File: src/rtl/core/rfalu_pkg.sv
// Package for the rational fraction ALU: widths, opcodes, controller states
// and the command/status structs between controller and datapath.
// No dependencies.
`timescale 1ns / 1ps
`default_nettype none

package rfalu_pkg;

   localparam int unsigned OPERAND_WIDTH = 16;
   localparam int unsigned PROD_WIDTH    = 2 * OPERAND_WIDTH;
   localparam int unsigned RES_WIDTH     = PROD_WIDTH + 1;
   localparam int unsigned OPCODE_WIDTH  = 3;
   localparam int unsigned CNT_WIDTH     = $clog2(RES_WIDTH + 1);

   typedef enum logic [OPCODE_WIDTH-1:0] {
      OP_ADD    = 3'd0,
      OP_SUB    = 3'd1,
      OP_MUL    = 3'd2,
      OP_DIV    = 3'd3,
      OP_REDUCE = 3'd4
   } opcode_type;

   typedef enum logic [2:0] {
      MUL_NA_DB,
      MUL_NB_DA,
      MUL_DA_DB,
      MUL_NA_NB,
      MUL_DA_NB
   } mul_sel_type;

   typedef enum logic [2:0] {
      ACC_HOLD,
      ACC_NUM_SET,
      ACC_NUM_ADD,
      ACC_NUM_SUB,
      ACC_DEN_SET
   } acc_type;

   typedef enum logic [3:0] {
      ST_IDLE,
      ST_DECODE,
      ST_MUL1,
      ST_MUL2,
      ST_MUL3,
      ST_MUL4,
      ST_GCD_INIT,
      ST_GCD,
      ST_DIV_INIT,
      ST_DIV,
      ST_SIGN,
      ST_DONE
   } state_type;

   typedef struct packed {
      logic        load;
      logic        mul_en;
      mul_sel_type mul_sel;
      acc_type     acc;
      logic        gcd_init;
      logic        gcd_step;
      logic        div_init;
      logic        div_step;
      logic        sign_fix;
      logic        out_load;
   } cmd_type;

   typedef struct packed {
      logic [OPCODE_WIDTH-1:0] opcode;
      logic                    zero_part;
      logic                    gcd_done;
      logic                    div_done;
   } status_type;

endpackage

`default_nettype wire

File: src/rtl/core/rfalu_ctrl.sv
// Controller state machine for the rational fraction ALU.
// Depends on rfalu_pkg; drives the datapath through rfalu_pkg::cmd_type.
`timescale 1ns / 1ps
`default_nettype none

module rfalu_ctrl (
   input  wire logic                clock,
   input  wire logic                reset,
   input  wire logic                req_valid,
   output logic                     req_stall,
   input  wire logic                rsp_stall,
   output logic                     rsp_valid,
   output rfalu_pkg::cmd_type       cmd,
   input  wire rfalu_pkg::status_type status
);

   rfalu_pkg::state_type state_ff, state_in;
   logic                 rsp_valid_ff, rsp_valid_in;
   logic                 addsub;

   assign addsub    = (status.opcode == rfalu_pkg::OP_ADD) ||
                      (status.opcode == rfalu_pkg::OP_SUB);
   assign req_stall = (state_ff != rfalu_pkg::ST_IDLE);
   assign rsp_valid = rsp_valid_ff;

   always_ff @(posedge clock) begin
      if (reset) begin
         state_ff     <= rfalu_pkg::ST_IDLE;
         rsp_valid_ff <= 1'b0;
      end else begin
         state_ff     <= state_in;
         rsp_valid_ff <= rsp_valid_in;
      end
   end

   always_comb begin
      state_in     = state_ff;
      cmd          = '0;
      cmd.mul_sel  = rfalu_pkg::MUL_NA_DB;
      cmd.acc      = rfalu_pkg::ACC_HOLD;
      rsp_valid_in = rsp_valid_ff && rsp_stall;
      unique case (state_ff)
         rfalu_pkg::ST_IDLE: begin
            if (req_valid) begin
               cmd.load = 1'b1;
               state_in = rfalu_pkg::ST_DECODE;
            end
         end
         rfalu_pkg::ST_DECODE: begin
            if (status.opcode inside {rfalu_pkg::OP_ADD, rfalu_pkg::OP_SUB,
                                      rfalu_pkg::OP_MUL, rfalu_pkg::OP_DIV}) begin
               state_in = rfalu_pkg::ST_MUL1;
            end else if (status.opcode == rfalu_pkg::OP_REDUCE) begin
               state_in = rfalu_pkg::ST_GCD_INIT;
            end else begin
               state_in = rfalu_pkg::ST_DONE;
            end
         end
         rfalu_pkg::ST_MUL1: begin
            cmd.mul_en  = 1'b1;
            cmd.mul_sel = (status.opcode == rfalu_pkg::OP_MUL) ?
                          rfalu_pkg::MUL_NA_NB : rfalu_pkg::MUL_NA_DB;
            state_in    = rfalu_pkg::ST_MUL2;
         end
         rfalu_pkg::ST_MUL2: begin
            cmd.mul_en = 1'b1;
            cmd.acc    = rfalu_pkg::ACC_NUM_SET;
            if (status.opcode == rfalu_pkg::OP_MUL) begin
               cmd.mul_sel = rfalu_pkg::MUL_DA_DB;
            end else if (status.opcode == rfalu_pkg::OP_DIV) begin
               cmd.mul_sel = rfalu_pkg::MUL_DA_NB;
            end else begin
               cmd.mul_sel = rfalu_pkg::MUL_NB_DA;
            end
            state_in = rfalu_pkg::ST_MUL3;
         end
         rfalu_pkg::ST_MUL3: begin
            if (addsub) begin
               cmd.mul_en  = 1'b1;
               cmd.mul_sel = rfalu_pkg::MUL_DA_DB;
               cmd.acc     = (status.opcode == rfalu_pkg::OP_SUB) ?
                             rfalu_pkg::ACC_NUM_SUB : rfalu_pkg::ACC_NUM_ADD;
               state_in    = rfalu_pkg::ST_MUL4;
            end else begin
               cmd.acc  = rfalu_pkg::ACC_DEN_SET;
               state_in = (status.opcode == rfalu_pkg::OP_DIV) ?
                          rfalu_pkg::ST_GCD_INIT : rfalu_pkg::ST_DONE;
            end
         end
         rfalu_pkg::ST_MUL4: begin
            cmd.acc  = rfalu_pkg::ACC_DEN_SET;
            state_in = rfalu_pkg::ST_DONE;
         end
         rfalu_pkg::ST_GCD_INIT: begin
            if (status.zero_part) begin
               state_in = rfalu_pkg::ST_DONE;
            end else begin
               cmd.gcd_init = 1'b1;
               state_in     = rfalu_pkg::ST_GCD;
            end
         end
         rfalu_pkg::ST_GCD: begin
            if (status.gcd_done) begin
               state_in = rfalu_pkg::ST_DIV_INIT;
            end else begin
               cmd.gcd_step = 1'b1;
            end
         end
         rfalu_pkg::ST_DIV_INIT: begin
            cmd.div_init = 1'b1;
            state_in     = rfalu_pkg::ST_DIV;
         end
         rfalu_pkg::ST_DIV: begin
            cmd.div_step = 1'b1;
            if (status.div_done) begin
               state_in = rfalu_pkg::ST_SIGN;
            end
         end
         rfalu_pkg::ST_SIGN: begin
            cmd.sign_fix = 1'b1;
            state_in     = rfalu_pkg::ST_DONE;
         end
         rfalu_pkg::ST_DONE: begin
            if (!rsp_valid_ff || !rsp_stall) begin
               cmd.out_load = 1'b1;
               rsp_valid_in = 1'b1;
               state_in     = rfalu_pkg::ST_IDLE;
            end
         end
         default: begin
            state_in = rfalu_pkg::ST_IDLE;
         end
      endcase
   end

endmodule

`default_nettype wire

File: src/rtl/core/rfalu_datapath.sv
// Datapath for the rational fraction ALU: shared multiplier, accumulator,
// binary GCD unit, dual restoring divider and output register. Uses rfalu_pkg.
`timescale 1ns / 1ps
`default_nettype none

module rfalu_datapath (
   input  wire logic                                  clock,
   input  wire rfalu_pkg::cmd_type                    cmd,
   output rfalu_pkg::status_type                      status,
   input  wire logic [rfalu_pkg::OPCODE_WIDTH-1:0]    req_opcode,
   input  wire logic signed [rfalu_pkg::OPERAND_WIDTH-1:0] req_num_a,
   input  wire logic signed [rfalu_pkg::OPERAND_WIDTH-1:0] req_den_a,
   input  wire logic signed [rfalu_pkg::OPERAND_WIDTH-1:0] req_num_b,
   input  wire logic signed [rfalu_pkg::OPERAND_WIDTH-1:0] req_den_b,
   output logic signed [rfalu_pkg::RES_WIDTH-1:0]     rsp_res_num,
   output logic signed [rfalu_pkg::RES_WIDTH-1:0]     rsp_res_den,
   output logic                                       rsp_zero_den
);

   localparam int unsigned OW = rfalu_pkg::OPERAND_WIDTH;
   localparam int unsigned PW = rfalu_pkg::PROD_WIDTH;
   localparam int unsigned RW = rfalu_pkg::RES_WIDTH;
   localparam int unsigned CW = rfalu_pkg::CNT_WIDTH;

   logic [rfalu_pkg::OPCODE_WIDTH-1:0] op_ff;
   logic signed [OW-1:0] na_ff, da_ff, nb_ff, db_ff;
   logic signed [OW-1:0] mul_a, mul_b;
   logic signed [PW-1:0] prod_ff, prod_in;
   logic signed [RW-1:0] prod_ext;
   logic signed [RW-1:0] num_ff, num_in, den_ff, den_in;
   logic [RW-1:0] num_mag, den_mag;
   logic [RW-1:0] gcd_a_ff, gcd_a_in, gcd_b_ff, gcd_b_in;
   logic [CW-1:0] shift_ff, shift_in;
   logic [RW-1:0] divisor_ff;
   logic [RW-1:0] quo_n_ff, quo_n_in, quo_d_ff, quo_d_in;
   logic [RW-1:0] rem_n_ff, rem_n_in, rem_d_ff, rem_d_in;
   logic [RW:0]   rem_n_sh, rem_d_sh, rem_n_sub, rem_d_sub;
   logic          ge_n, ge_d;
   logic [CW-1:0] div_cnt_ff;
   logic signed [RW-1:0] res_num_ff, res_den_ff;
   logic          zero_den_ff;

   // operand select for the shared multiplier
   always_comb begin
      case (cmd.mul_sel)
         rfalu_pkg::MUL_NA_DB: begin mul_a = na_ff; mul_b = db_ff; end
         rfalu_pkg::MUL_NB_DA: begin mul_a = nb_ff; mul_b = da_ff; end
         rfalu_pkg::MUL_DA_DB: begin mul_a = da_ff; mul_b = db_ff; end
         rfalu_pkg::MUL_NA_NB: begin mul_a = na_ff; mul_b = nb_ff; end
         rfalu_pkg::MUL_DA_NB: begin mul_a = da_ff; mul_b = nb_ff; end
         default:              begin mul_a = na_ff; mul_b = db_ff; end
      endcase
   end

   assign prod_in  = mul_a * mul_b;
   assign prod_ext = {prod_ff[PW-1], prod_ff};

   assign num_mag = num_ff[RW-1] ? (RW'(0) - RW'(num_ff)) : RW'(num_ff);
   assign den_mag = den_ff[RW-1] ? (RW'(0) - RW'(den_ff)) : RW'(den_ff);

   // numerator / denominator update
   always_comb begin
      num_in = num_ff;
      den_in = den_ff;
      if (cmd.load) begin
         num_in = {{(RW-OW){req_num_a[OW-1]}}, req_num_a};
         den_in = {{(RW-OW){req_den_a[OW-1]}}, req_den_a};
      end else if (cmd.sign_fix) begin
         num_in = num_ff[RW-1] ? (RW'(0) - quo_n_ff) : quo_n_ff;
         den_in = den_ff[RW-1] ? (RW'(0) - quo_d_ff) : quo_d_ff;
      end else begin
         case (cmd.acc)
            rfalu_pkg::ACC_NUM_SET: num_in = prod_ext;
            rfalu_pkg::ACC_NUM_ADD: num_in = num_ff + prod_ext;
            rfalu_pkg::ACC_NUM_SUB: num_in = num_ff - prod_ext;
            rfalu_pkg::ACC_DEN_SET: den_in = prod_ext;
            default: ;
         endcase
      end
   end

   // binary GCD: strip shared twos, halve the even one, subtract when both odd
   always_comb begin
      gcd_a_in = gcd_a_ff;
      gcd_b_in = gcd_b_ff;
      shift_in = shift_ff;
      if (cmd.gcd_init) begin
         gcd_a_in = num_mag;
         gcd_b_in = den_mag;
         shift_in = '0;
      end else if (cmd.gcd_step) begin
         if (!gcd_a_ff[0] && !gcd_b_ff[0]) begin
            gcd_a_in = gcd_a_ff >> 1;
            gcd_b_in = gcd_b_ff >> 1;
            shift_in = shift_ff + 1'b1;
         end else if (!gcd_a_ff[0]) begin
            gcd_a_in = gcd_a_ff >> 1;
         end else if (!gcd_b_ff[0]) begin
            gcd_b_in = gcd_b_ff >> 1;
         end else if (gcd_a_ff > gcd_b_ff) begin
            gcd_a_in = gcd_a_ff - gcd_b_ff;
         end else begin
            gcd_b_in = gcd_b_ff - gcd_a_ff;
         end
      end
   end

   // restoring division of both magnitudes by the GCD, one bit per cycle
   assign rem_n_sh  = {rem_n_ff, quo_n_ff[RW-1]};
   assign rem_d_sh  = {rem_d_ff, quo_d_ff[RW-1]};
   assign rem_n_sub = rem_n_sh - {1'b0, divisor_ff};
   assign rem_d_sub = rem_d_sh - {1'b0, divisor_ff};
   assign ge_n      = (rem_n_sh >= {1'b0, divisor_ff});
   assign ge_d      = (rem_d_sh >= {1'b0, divisor_ff});

   always_comb begin
      quo_n_in = quo_n_ff;
      quo_d_in = quo_d_ff;
      rem_n_in = rem_n_ff;
      rem_d_in = rem_d_ff;
      if (cmd.div_init) begin
         quo_n_in = num_mag;
         quo_d_in = den_mag;
         rem_n_in = '0;
         rem_d_in = '0;
      end else if (cmd.div_step) begin
         quo_n_in = {quo_n_ff[RW-2:0], ge_n};
         quo_d_in = {quo_d_ff[RW-2:0], ge_d};
         rem_n_in = ge_n ? rem_n_sub[RW-1:0] : rem_n_sh[RW-1:0];
         rem_d_in = ge_d ? rem_d_sub[RW-1:0] : rem_d_sh[RW-1:0];
      end
   end

   always_ff @(posedge clock) begin
      if (cmd.load) begin
         op_ff <= req_opcode;
         na_ff <= req_num_a;
         da_ff <= req_den_a;
         nb_ff <= req_num_b;
         db_ff <= req_den_b;
      end
      if (cmd.mul_en) begin
         prod_ff <= prod_in;
      end
      num_ff   <= num_in;
      den_ff   <= den_in;
      gcd_a_ff <= gcd_a_in;
      gcd_b_ff <= gcd_b_in;
      shift_ff <= shift_in;
      if (cmd.div_init) begin
         divisor_ff <= gcd_a_ff << shift_ff;
         div_cnt_ff <= '0;
      end else if (cmd.div_step) begin
         div_cnt_ff <= div_cnt_ff + 1'b1;
      end
      quo_n_ff <= quo_n_in;
      quo_d_ff <= quo_d_in;
      rem_n_ff <= rem_n_in;
      rem_d_ff <= rem_d_in;
      if (cmd.out_load) begin
         res_num_ff  <= num_ff;
         res_den_ff  <= den_ff;
         zero_den_ff <= (den_ff == '0);
      end
   end

   assign status.opcode    = op_ff;
   assign status.zero_part = (num_ff == '0) || (den_ff == '0);
   assign status.gcd_done  = (gcd_a_ff == gcd_b_ff);
   assign status.div_done  = (div_cnt_ff == CW'(RW - 1));

   assign rsp_res_num  = res_num_ff;
   assign rsp_res_den  = res_den_ff;
   assign rsp_zero_den = zero_den_ff;

endmodule

`default_nettype wire

File: src/rtl/core/rational_fraction_alu_core.sv
// Top level of the rational fraction ALU: controller plus datapath.
// Depends on rfalu_pkg, rfalu_ctrl and rfalu_datapath.
//
// Usage:
//   Request channel (req_*): opcode and two signed 16-bit fractions A and B.
//   A transfer happens on a rising edge with req_valid high and req_stall low.
//   Opcodes: add, subtract, multiply (straight products, not reduced), divide
//   (A times the reciprocal of B, then reduced), reduce A. Other codes pass A.
//   Response channel (rsp_*): 33-bit signed numerator and denominator plus
//   rsp_zero_den, one response per request, held while rsp_stall is high.
//
// Sequence: other codes go straight to the finish state; multiply, add and
//   subtract run their product steps. Divide and reduce add a binary GCD
//   loop (one shift or subtract per cycle over 33-bit magnitudes) and a
//   restoring divider that divides numerator and denominator in parallel,
//   then restore the sign (a zero part in reduce or divide skips both loops).
//   One request is worked on at a time; the multiplier is shared across the
//   product steps. The response register decouples the two sides, so the next
//   request is accepted while a finished response still waits to be taken.
// Reset (synchronous, active high) returns the controller to idle and drops
// any response not yet taken. A stalled receiver only holds the block in its
// finish state once a second result is ready.
`timescale 1ns / 1ps
`default_nettype none

module rational_fraction_alu_core (
   input  wire logic                                       clock,
   input  wire logic                                       reset,
   input  wire logic                                       req_valid,
   output logic                                            req_stall,
   input  wire logic [rfalu_pkg::OPCODE_WIDTH-1:0]         req_opcode,
   input  wire logic signed [rfalu_pkg::OPERAND_WIDTH-1:0] req_num_a,
   input  wire logic signed [rfalu_pkg::OPERAND_WIDTH-1:0] req_den_a,
   input  wire logic signed [rfalu_pkg::OPERAND_WIDTH-1:0] req_num_b,
   input  wire logic signed [rfalu_pkg::OPERAND_WIDTH-1:0] req_den_b,
   output logic                                            rsp_valid,
   input  wire logic                                       rsp_stall,
   output logic signed [rfalu_pkg::RES_WIDTH-1:0]          rsp_res_num,
   output logic signed [rfalu_pkg::RES_WIDTH-1:0]          rsp_res_den,
   output logic                                            rsp_zero_den
);

   rfalu_pkg::cmd_type    cmd;
   rfalu_pkg::status_type status;

   // sequencing: accept, multiply steps, GCD, divide, sign restore, finish
   rfalu_ctrl u_ctrl (
      .clock     (clock),
      .reset     (reset),
      .req_valid (req_valid),
      .req_stall (req_stall),
      .rsp_stall (rsp_stall),
      .rsp_valid (rsp_valid),
      .cmd       (cmd),
      .status    (status)
   );

   // arithmetic and the response register
   rfalu_datapath u_datapath (
      .clock        (clock),
      .cmd          (cmd),
      .status       (status),
      .req_opcode   (req_opcode),
      .req_num_a    (req_num_a),
      .req_den_a    (req_den_a),
      .req_num_b    (req_num_b),
      .req_den_b    (req_den_b),
      .rsp_res_num  (rsp_res_num),
      .rsp_res_den  (rsp_res_den),
      .rsp_zero_den (rsp_zero_den)
   );

   // a request transfer always takes the controller out of idle
   assert property (@(posedge clock) disable iff (reset)
      (req_valid && !req_stall) |=> req_stall)
      else $error("request accepted but controller did not leave idle");

   // a new response appears exactly as the controller returns to idle
   assert property (@(posedge clock) disable iff (reset)
      $rose(rsp_valid) |-> !req_stall)
      else $error("response loaded while controller still busy");

   // the flag must agree with the denominator it describes
   assert property (@(posedge clock) disable iff (reset)
      rsp_valid |-> (rsp_zero_den == (rsp_res_den == '0)))
      else $error("zero_den flag disagrees with result denominator");

endmodule

`default_nettype wire
File: config.mk
export PLATFORM = sky130hd
export DESIGN_NAME = rational_fraction_alu_core
export DESIGN_NICKNAME = d
export VERILOG_FILES = /design/src/rtl/core/rfalu_pkg.sv /design/src/rtl/core/rfalu_ctrl.sv /design/src/rtl/core/rfalu_datapath.sv /design/src/rtl/core/rational_fraction_alu_core.sv
export SDC_FILE = /design/constraint.sdc
export NUM_CORES = 2
export LEC_CHECK = 0
export BUFFER_PORTS_ARGS = -buffer_cell sky130_fd_sc_hd__buf_2
export CAP_MARGIN = 20
export CORE_ASPECT_RATIO = 1.2
export CORE_MARGIN = 4
export CORE_UTILIZATION = 29
export CTS_BUF_LIST = sky130_fd_sc_hd__clkbuf_16
export CTS_CLUSTER_DIAMETER = 50
export DETAILED_ROUTE_END_ITERATION = 12
export HOLD_SLACK_MARGIN = 0.02
export SYNTH_ARGS = -nofsm -noshare
export SYNTH_HDL_FRONTEND = slang
export SYNTH_SLANG_ARGS = --single-unit
File: constraint.sdc
create_clock -name clock -period 11.2 [get_ports clock]
set_input_delay 3.36 -clock clock [delete_from_list [all_inputs] [get_ports clock]]
set_output_delay 3.36 -clock clock [all_outputs]
set_load 0.01 [all_outputs]
# == Word level (Yosys, flattened, before mapping) ==
# Cells that the tools add are included.
# word_totals
register_bits,480
input_bits,71
output_inout_bits,69
elab_cells,162
# classes
addsub,12
multipliers,1
n_lt_le_gt_ge,3
n_eq_ne,32
shifts,1
muxes,61
n_reduce_logical,28
# op_table
op,n
$mux 33,27
$sub 1x33->33 const A,4
$sub 33x33->33,4
$pmux 33 s3,1
$ge 34x33->1,2
$logic_not 33->1,2
$pmux 16 s2,2
$pmux 4 s11,1
$mux 4,10
$add 33x32->33,1
$eq 33x33->1,1
$gt 33x33->1,1
$shl 33x6->33,1
$sub 33x32->33,1
$mul 16x16->32,1
$eq 3x2->1 const B,6
$eq 4x3->1 const B,4
$eq 4x4->1 const B,4
$mux 1,14
$add 6x1->6 const B,2
$ne 4x4->1 const B,3
$pmux 4 s3,1
$eq 3x1->1 const B,3
$eq 3x3->1 const B,3
other kinds (21),39

# == Longest topological paths before layout ==
# logic_depth
depth_word,8
depth_mapped,32
mapped_depth_nobuf,30

# == Cells and area by module ==
# From an unflattened synthesis, not the netlist that was laid out.
# hier_totals
hier_cells,4646
area_unflattened_um2,42958.7
# modules_own_cells
mod,n_inst,cells_per_inst,area_per_inst_um2,seq_area_each_um2
rfalu_datapath,1,4553,42311.8,13482.9
rfalu_ctrl,1,93,646.9,100.1

# == Worst setup path before layout ==
# OpenSTA, ideal clock, no wires.
# synth_timing
path_kind,register to register
start,reg u_datapath.op_ff[1] in the netlist's numbering
end,"reg u_datapath.prod_ff[30], data pin"
setup_time_ps,258
t_arrival_ps,7719
required_ps,10942
setup_slack_ps,3224
stages_incl_launch_ff,31
path_buffers,2
synth_period_minus_slack_ps,7976
path_cell_list,edfxtp_1 -> clkbuf_1 -> inv_1 -> nor3_1 -> a31oi_1 -> nor3_1 -> nor2_1 -> clkbuf_1 -> and2_1 -> a221oi_1 -> nor2_1 -> fa_1 -> inv_1 -> fa_1 -> inv_1 -> fa_1 -> fa_1 -> fa_1 -> inv_1 -> fa_1 -> inv_1 -> ha_1 -> a211oi_1 -> o211ai_1 -> a31o_2 -> a21oi_1 -> a2111oi_0 -> or4_1 -> a31o_2 -> a21oi_1 -> xnor2_1
# synth_via
elab_chain_len,8
elab_cells_between_ends,19
classes_between,1 x mul; 7 x eq/ne; 7 x mux; 4 x reduce/logical
# synth_lines
element,line,text
from (decl),rfalu_datapath.sv:25,logic [rfalu_pkg::OPCODE_WIDTH-1:0] op_ff;
from (signal assigned),rfalu_datapath.sv:136,op_ff <= req_opcode;
"$eq 3x2->1, or another cell as far along",rfalu_ctrl.sv:70,end else if (status.opcode == rfalu_pkg::OP_DIV) begin
$mux 3 or $logic_or 1x1->1 (tied branches),"rfalu_ctrl.sv:70, rfalu_ctrl.sv:21",
$mux 3 or $mux 4 (tied branches),"rfalu_ctrl.sv:68, rfalu_ctrl.sv:78",
$pmux 4 s3 (*),rfalu_ctrl.sv:42,unique case (state_ff)
$eq 3x2->1 or $eq 3x3->1 (tied branches),rfalu_datapath.sv:45,case (cmd.mul_sel)
$reduce_or 2->1 (no source line),-,
$pmux 16 s2,rfalu_datapath.sv:45,
$mul 16x16->32 (*),rfalu_datapath.sv:55,assign prod_in = mul_a * mul_b;
net u_datapath.prod_in[30],rfalu_datapath.sv:28,"logic signed [PW-1:0] prod_ff, prod_in;"
to (signal assigned),rfalu_datapath.sv:143,prod_ff <= prod_in;
to (decl),rfalu_datapath.sv:28,
# Mark *: on every way through the listed nets, which the timed path passes. The rest lies on a longest branch.
# A chain may end at the register's enable or synchronous reset.

# == Final worst setup path ==
# layout_timing
start,reg u_ctrl.state_ff[0]
end,"reg u_datapath.prod_ff[30], data pin"
# layout_via
elab_chain_len,6
elab_cells_between_ends,13
classes_between,1 x mul; 7 x eq/ne; 3 x mux; 2 x reduce/logical
# layout_lines
element,line,text
from (decl),rfalu_ctrl.sv:17,"rfalu_pkg::state_type state_ff, state_in;"
from (signal assigned),rfalu_ctrl.sv:28,state_ff <= rfalu_pkg::ST_IDLE;
from (signal assigned),rfalu_ctrl.sv:31,state_ff <= state_in;
$eq 4x3->1 or $eq 4x2->1 (tied branches),rfalu_ctrl.sv:42,
$pmux 4 s3 (*),rfalu_ctrl.sv:42,
$eq 3x2->1 or $eq 3x3->1 (tied branches),rfalu_datapath.sv:45,
$reduce_or 2->1 (no source line),-,
$pmux 16 s2,rfalu_datapath.sv:45,
$mul 16x16->32 (*),rfalu_datapath.sv:55,
net u_datapath.prod_in[30],rfalu_datapath.sv:28,
# Marked as above.

==> impl_metrics.ini <==
[run_status]
status = finished, final reports clean

[grt]
grt-ovfl-total = 0
top_usage_layer = met2
grtUsageTotal = 0.190
grt_max_degree = 97
use_met2 = 0.326
grtUsageMet1 = 0.228
grt_pass1_vias = 36000
grt_use_met3 = 0.0267
grt_pass1_wl_um = 226000
antenna_found_initial = 8

[floorplanning]
initial_core_util = 0.292
die_h_um = 430
ios = 140
core_um2 = 147000
placementRows = 154
die_area_um2 = 155000
die_x_um = 360

[yosys]
netlist_instances = 4701
synth-edff-count = 397
syn_nets = 5293
synthArstFlopShare = 0
syn_avg_cell_area_um2 = 9.15
synthFlopType = edfxtp_1
netlist_area_um2 = 43000
yosysUniqueCellTypes = 85
yosysWarningCount = 0
synth.ff_latch_count = 480
ys_seq_area_frac = 0.316

[worst_hold_path]
hp-class = register to register
hold_path_depth = 2

[critical_path]
cp.buffers_inverters = 6
crit_family = adder cells
critPathMaxFanout = 34
worst-setup-path-type = register to register
slowest_delay_ns = 0.88
required_ns = 11.61
path_common_cell = fa_1
path_depth = 28
cp_slowest_cell = a2111oi_0
critPathArrivalTime_ns = 9.93
endpoint_kind = register
worst_setup_path_start_kind = register
reg2regPathDepth = 28

[clocking]
post_cts_buffers = 0
cts_tree = done
clk_path_buf_depth = 3
post_cts_resized = 0
cts_buffers = 77
clk_pin_slew_worst_paths_ns = 0.06
cts-root-buf = clkbuf_16
clock_latency_ns = 0.69
cts.sinks = 480
cts-hold-fix-buffers = 0
h-tree-depth = 3

[drt]
drt_drc_violations_left = 0
totalWireLength_um = 151000
viasPerCell = 5.30
drt-initial-drc-count = 2995
vias = 35800
avgRoutedWirePerCell_um = 22.4
drt_first_pass_iters = 5
postRouteAntennaNets = 0

[sta]
tightest_slew_ns = 1.17
setup_viol = 0
relSlewSlack = 0.220
period_needed_ns = 9.52
hold_viol_final = 0
setup_tns_ns = 0
max_freq_mhz = 105
fin_hold_ws_ns = 0.477
fin_skew_ns = 0.0450
slew_violations = 0
period_share = 0.850
rsz0062_at_grt = false

[finish]
final_cell_mix = nand2_1 (472), inv_1 (453), edfxtp_1 (397)
nets = 5334
layout.cells.most_common = nand2_1
layout-drive-gt1-share = 0.0906
syn_to_final_growth_pct = 12.1

[placement]
place_congestion = 0.962
numPortBuffers = 139
dp_hpwl_um = 121000

[flow_run]
cap_violations = 0
==> registers in the layout, indices dropped and copies added (netlist names), 32 cells and up <==
name and cells:
u_datapath.den_ff 33, u_datapath.divisor_ff 33, u_datapath.gcd_a_ff 33, u_datapath.gcd_b_ff 33
u_datapath.num_ff 33, u_datapath.quo_d_ff 33, u_datapath.quo_n_ff 33, u_datapath.rem_d_ff 33
u_datapath.rem_n_ff 33, u_datapath.rsp_res_den 33, u_datapath.rsp_res_num 33, u_datapath.prod_ff 32
==> worst paths after layout <==
kind                            slack [ns]                              endpoint                                 start
worst min register to register        0.48  u_datapath.rem_d_ff[32]$_SDFFE_PP0P_  u_datapath.rem_d_ff[32]$_SDFFE_PP0P_
worst min-delay path                  0.48  u_datapath.rem_d_ff[32]$_SDFFE_PP0P_  u_datapath.rem_d_ff[32]$_SDFFE_PP0P_
worst max register to register        1.68      u_datapath.prod_ff[30]$_DFFE_PP_       u_ctrl.state_ff[0]$_SDFFE_PP0P_
worst max-delay path                  1.68      u_datapath.prod_ff[30]$_DFFE_PP_       u_ctrl.state_ff[0]$_SDFFE_PP0P_
==> metal layers <==
metal | vias to the layer above | wire length [um]
met5 | - | 28
met4 | 4 | 9980
met3 | 312 | 8090
met2 | 1149 | 72700
met1 | 17600 | 60700
li1 | 16800 | -
==> Yosys cell counts (75+ instances only) <==
| cell type | instances | area [um2] |
|---|---|---|
| edfxtp_1 | 397 | 11900 |
| xnor2_1 | 184 | 1610 |
| nand2_1 | 473 | 1780 |
| o21ai_0 | 322 | 1610 |
| a21oi_1 | 372 | 1860 |
| fa_1 | 267 | 5350 |
| a21o_1 | 86 | 646 |
| inv_1 | 448 | 1680 |
| a221oi_1 | 80 | 701 |
| clkbuf_1 | 196 | 736 |
| nand3_1 | 75 | 375 |
| xor2_1 | 153 | 1340 |
| ha_1 | 254 | 3180 |
| nor2_1 | 398 | 1490 |
| dfxtp_1 | 83 | 1660 |
==> logic make-up (layout without fill, tap and decap cells) <==
kind of cell               Yosys count  in the layout  share of synthesized area
AOI/OAI and AO/OA                 1268           1268                      0.187
xor gates and xnor gates           337            337                     0.0686
adders and majority gates          521            521                      0.198
buffers and inverters              691            792                     0.0632
DFF                                480            480                      0.316
muxes                               92             92                     0.0261
other                                0              1                          0
and+or+nand+nor                   1312           1312                      0.140
==> worst register-to-register path, delay by kind of cell (launching register included) <==
| kind | cells | cell delay, ns |
|---|---|---|
| xor gates and xnor gates | 1 | 0.14 |
| and+or+nand+nor | 9 | 1.95 |
| DFF | 1 | 0.58 |
| adders and majority gates | 7 | 3.43 |
| buffers and inverters | 6 | 0.84 |
| AOI/OAI and AO/OA | 5 | 2.31 |
==> area by class of cell <==
cell class / instances / area [um2]
tap: 1950 / 2440
sequential: 480 / 13600
clock inverter: 60 / 532
antenna: 1 / 2.50
inverter: 452 / 1700
clock buffer: 79 / 1980
timing repair buffer: 201 / 1160
multi-input combinational: 3530 / 26800
fill: 15100 / 98800
==> stage by stage <==
stage / std cells / setup WS [ns] / util / instance area [um2]
global placement: 6612 / 1.69 / 0.311 / 45700
detailed placement: 6612 / 1.56 / 0.311 / 45700
finish: 6753 / 1.68 / 0.328 / 48200
CTS: 6751 / 1.52 / 0.328 / 48200
global route: 6752 / 0.964 / 0.328 / 48200
floorplan: 4701 / 3.22 / - / 43000
Power is not shown: default switching activity piles up to over one toggle a cycle in this logic, so the estimate is an artifact.
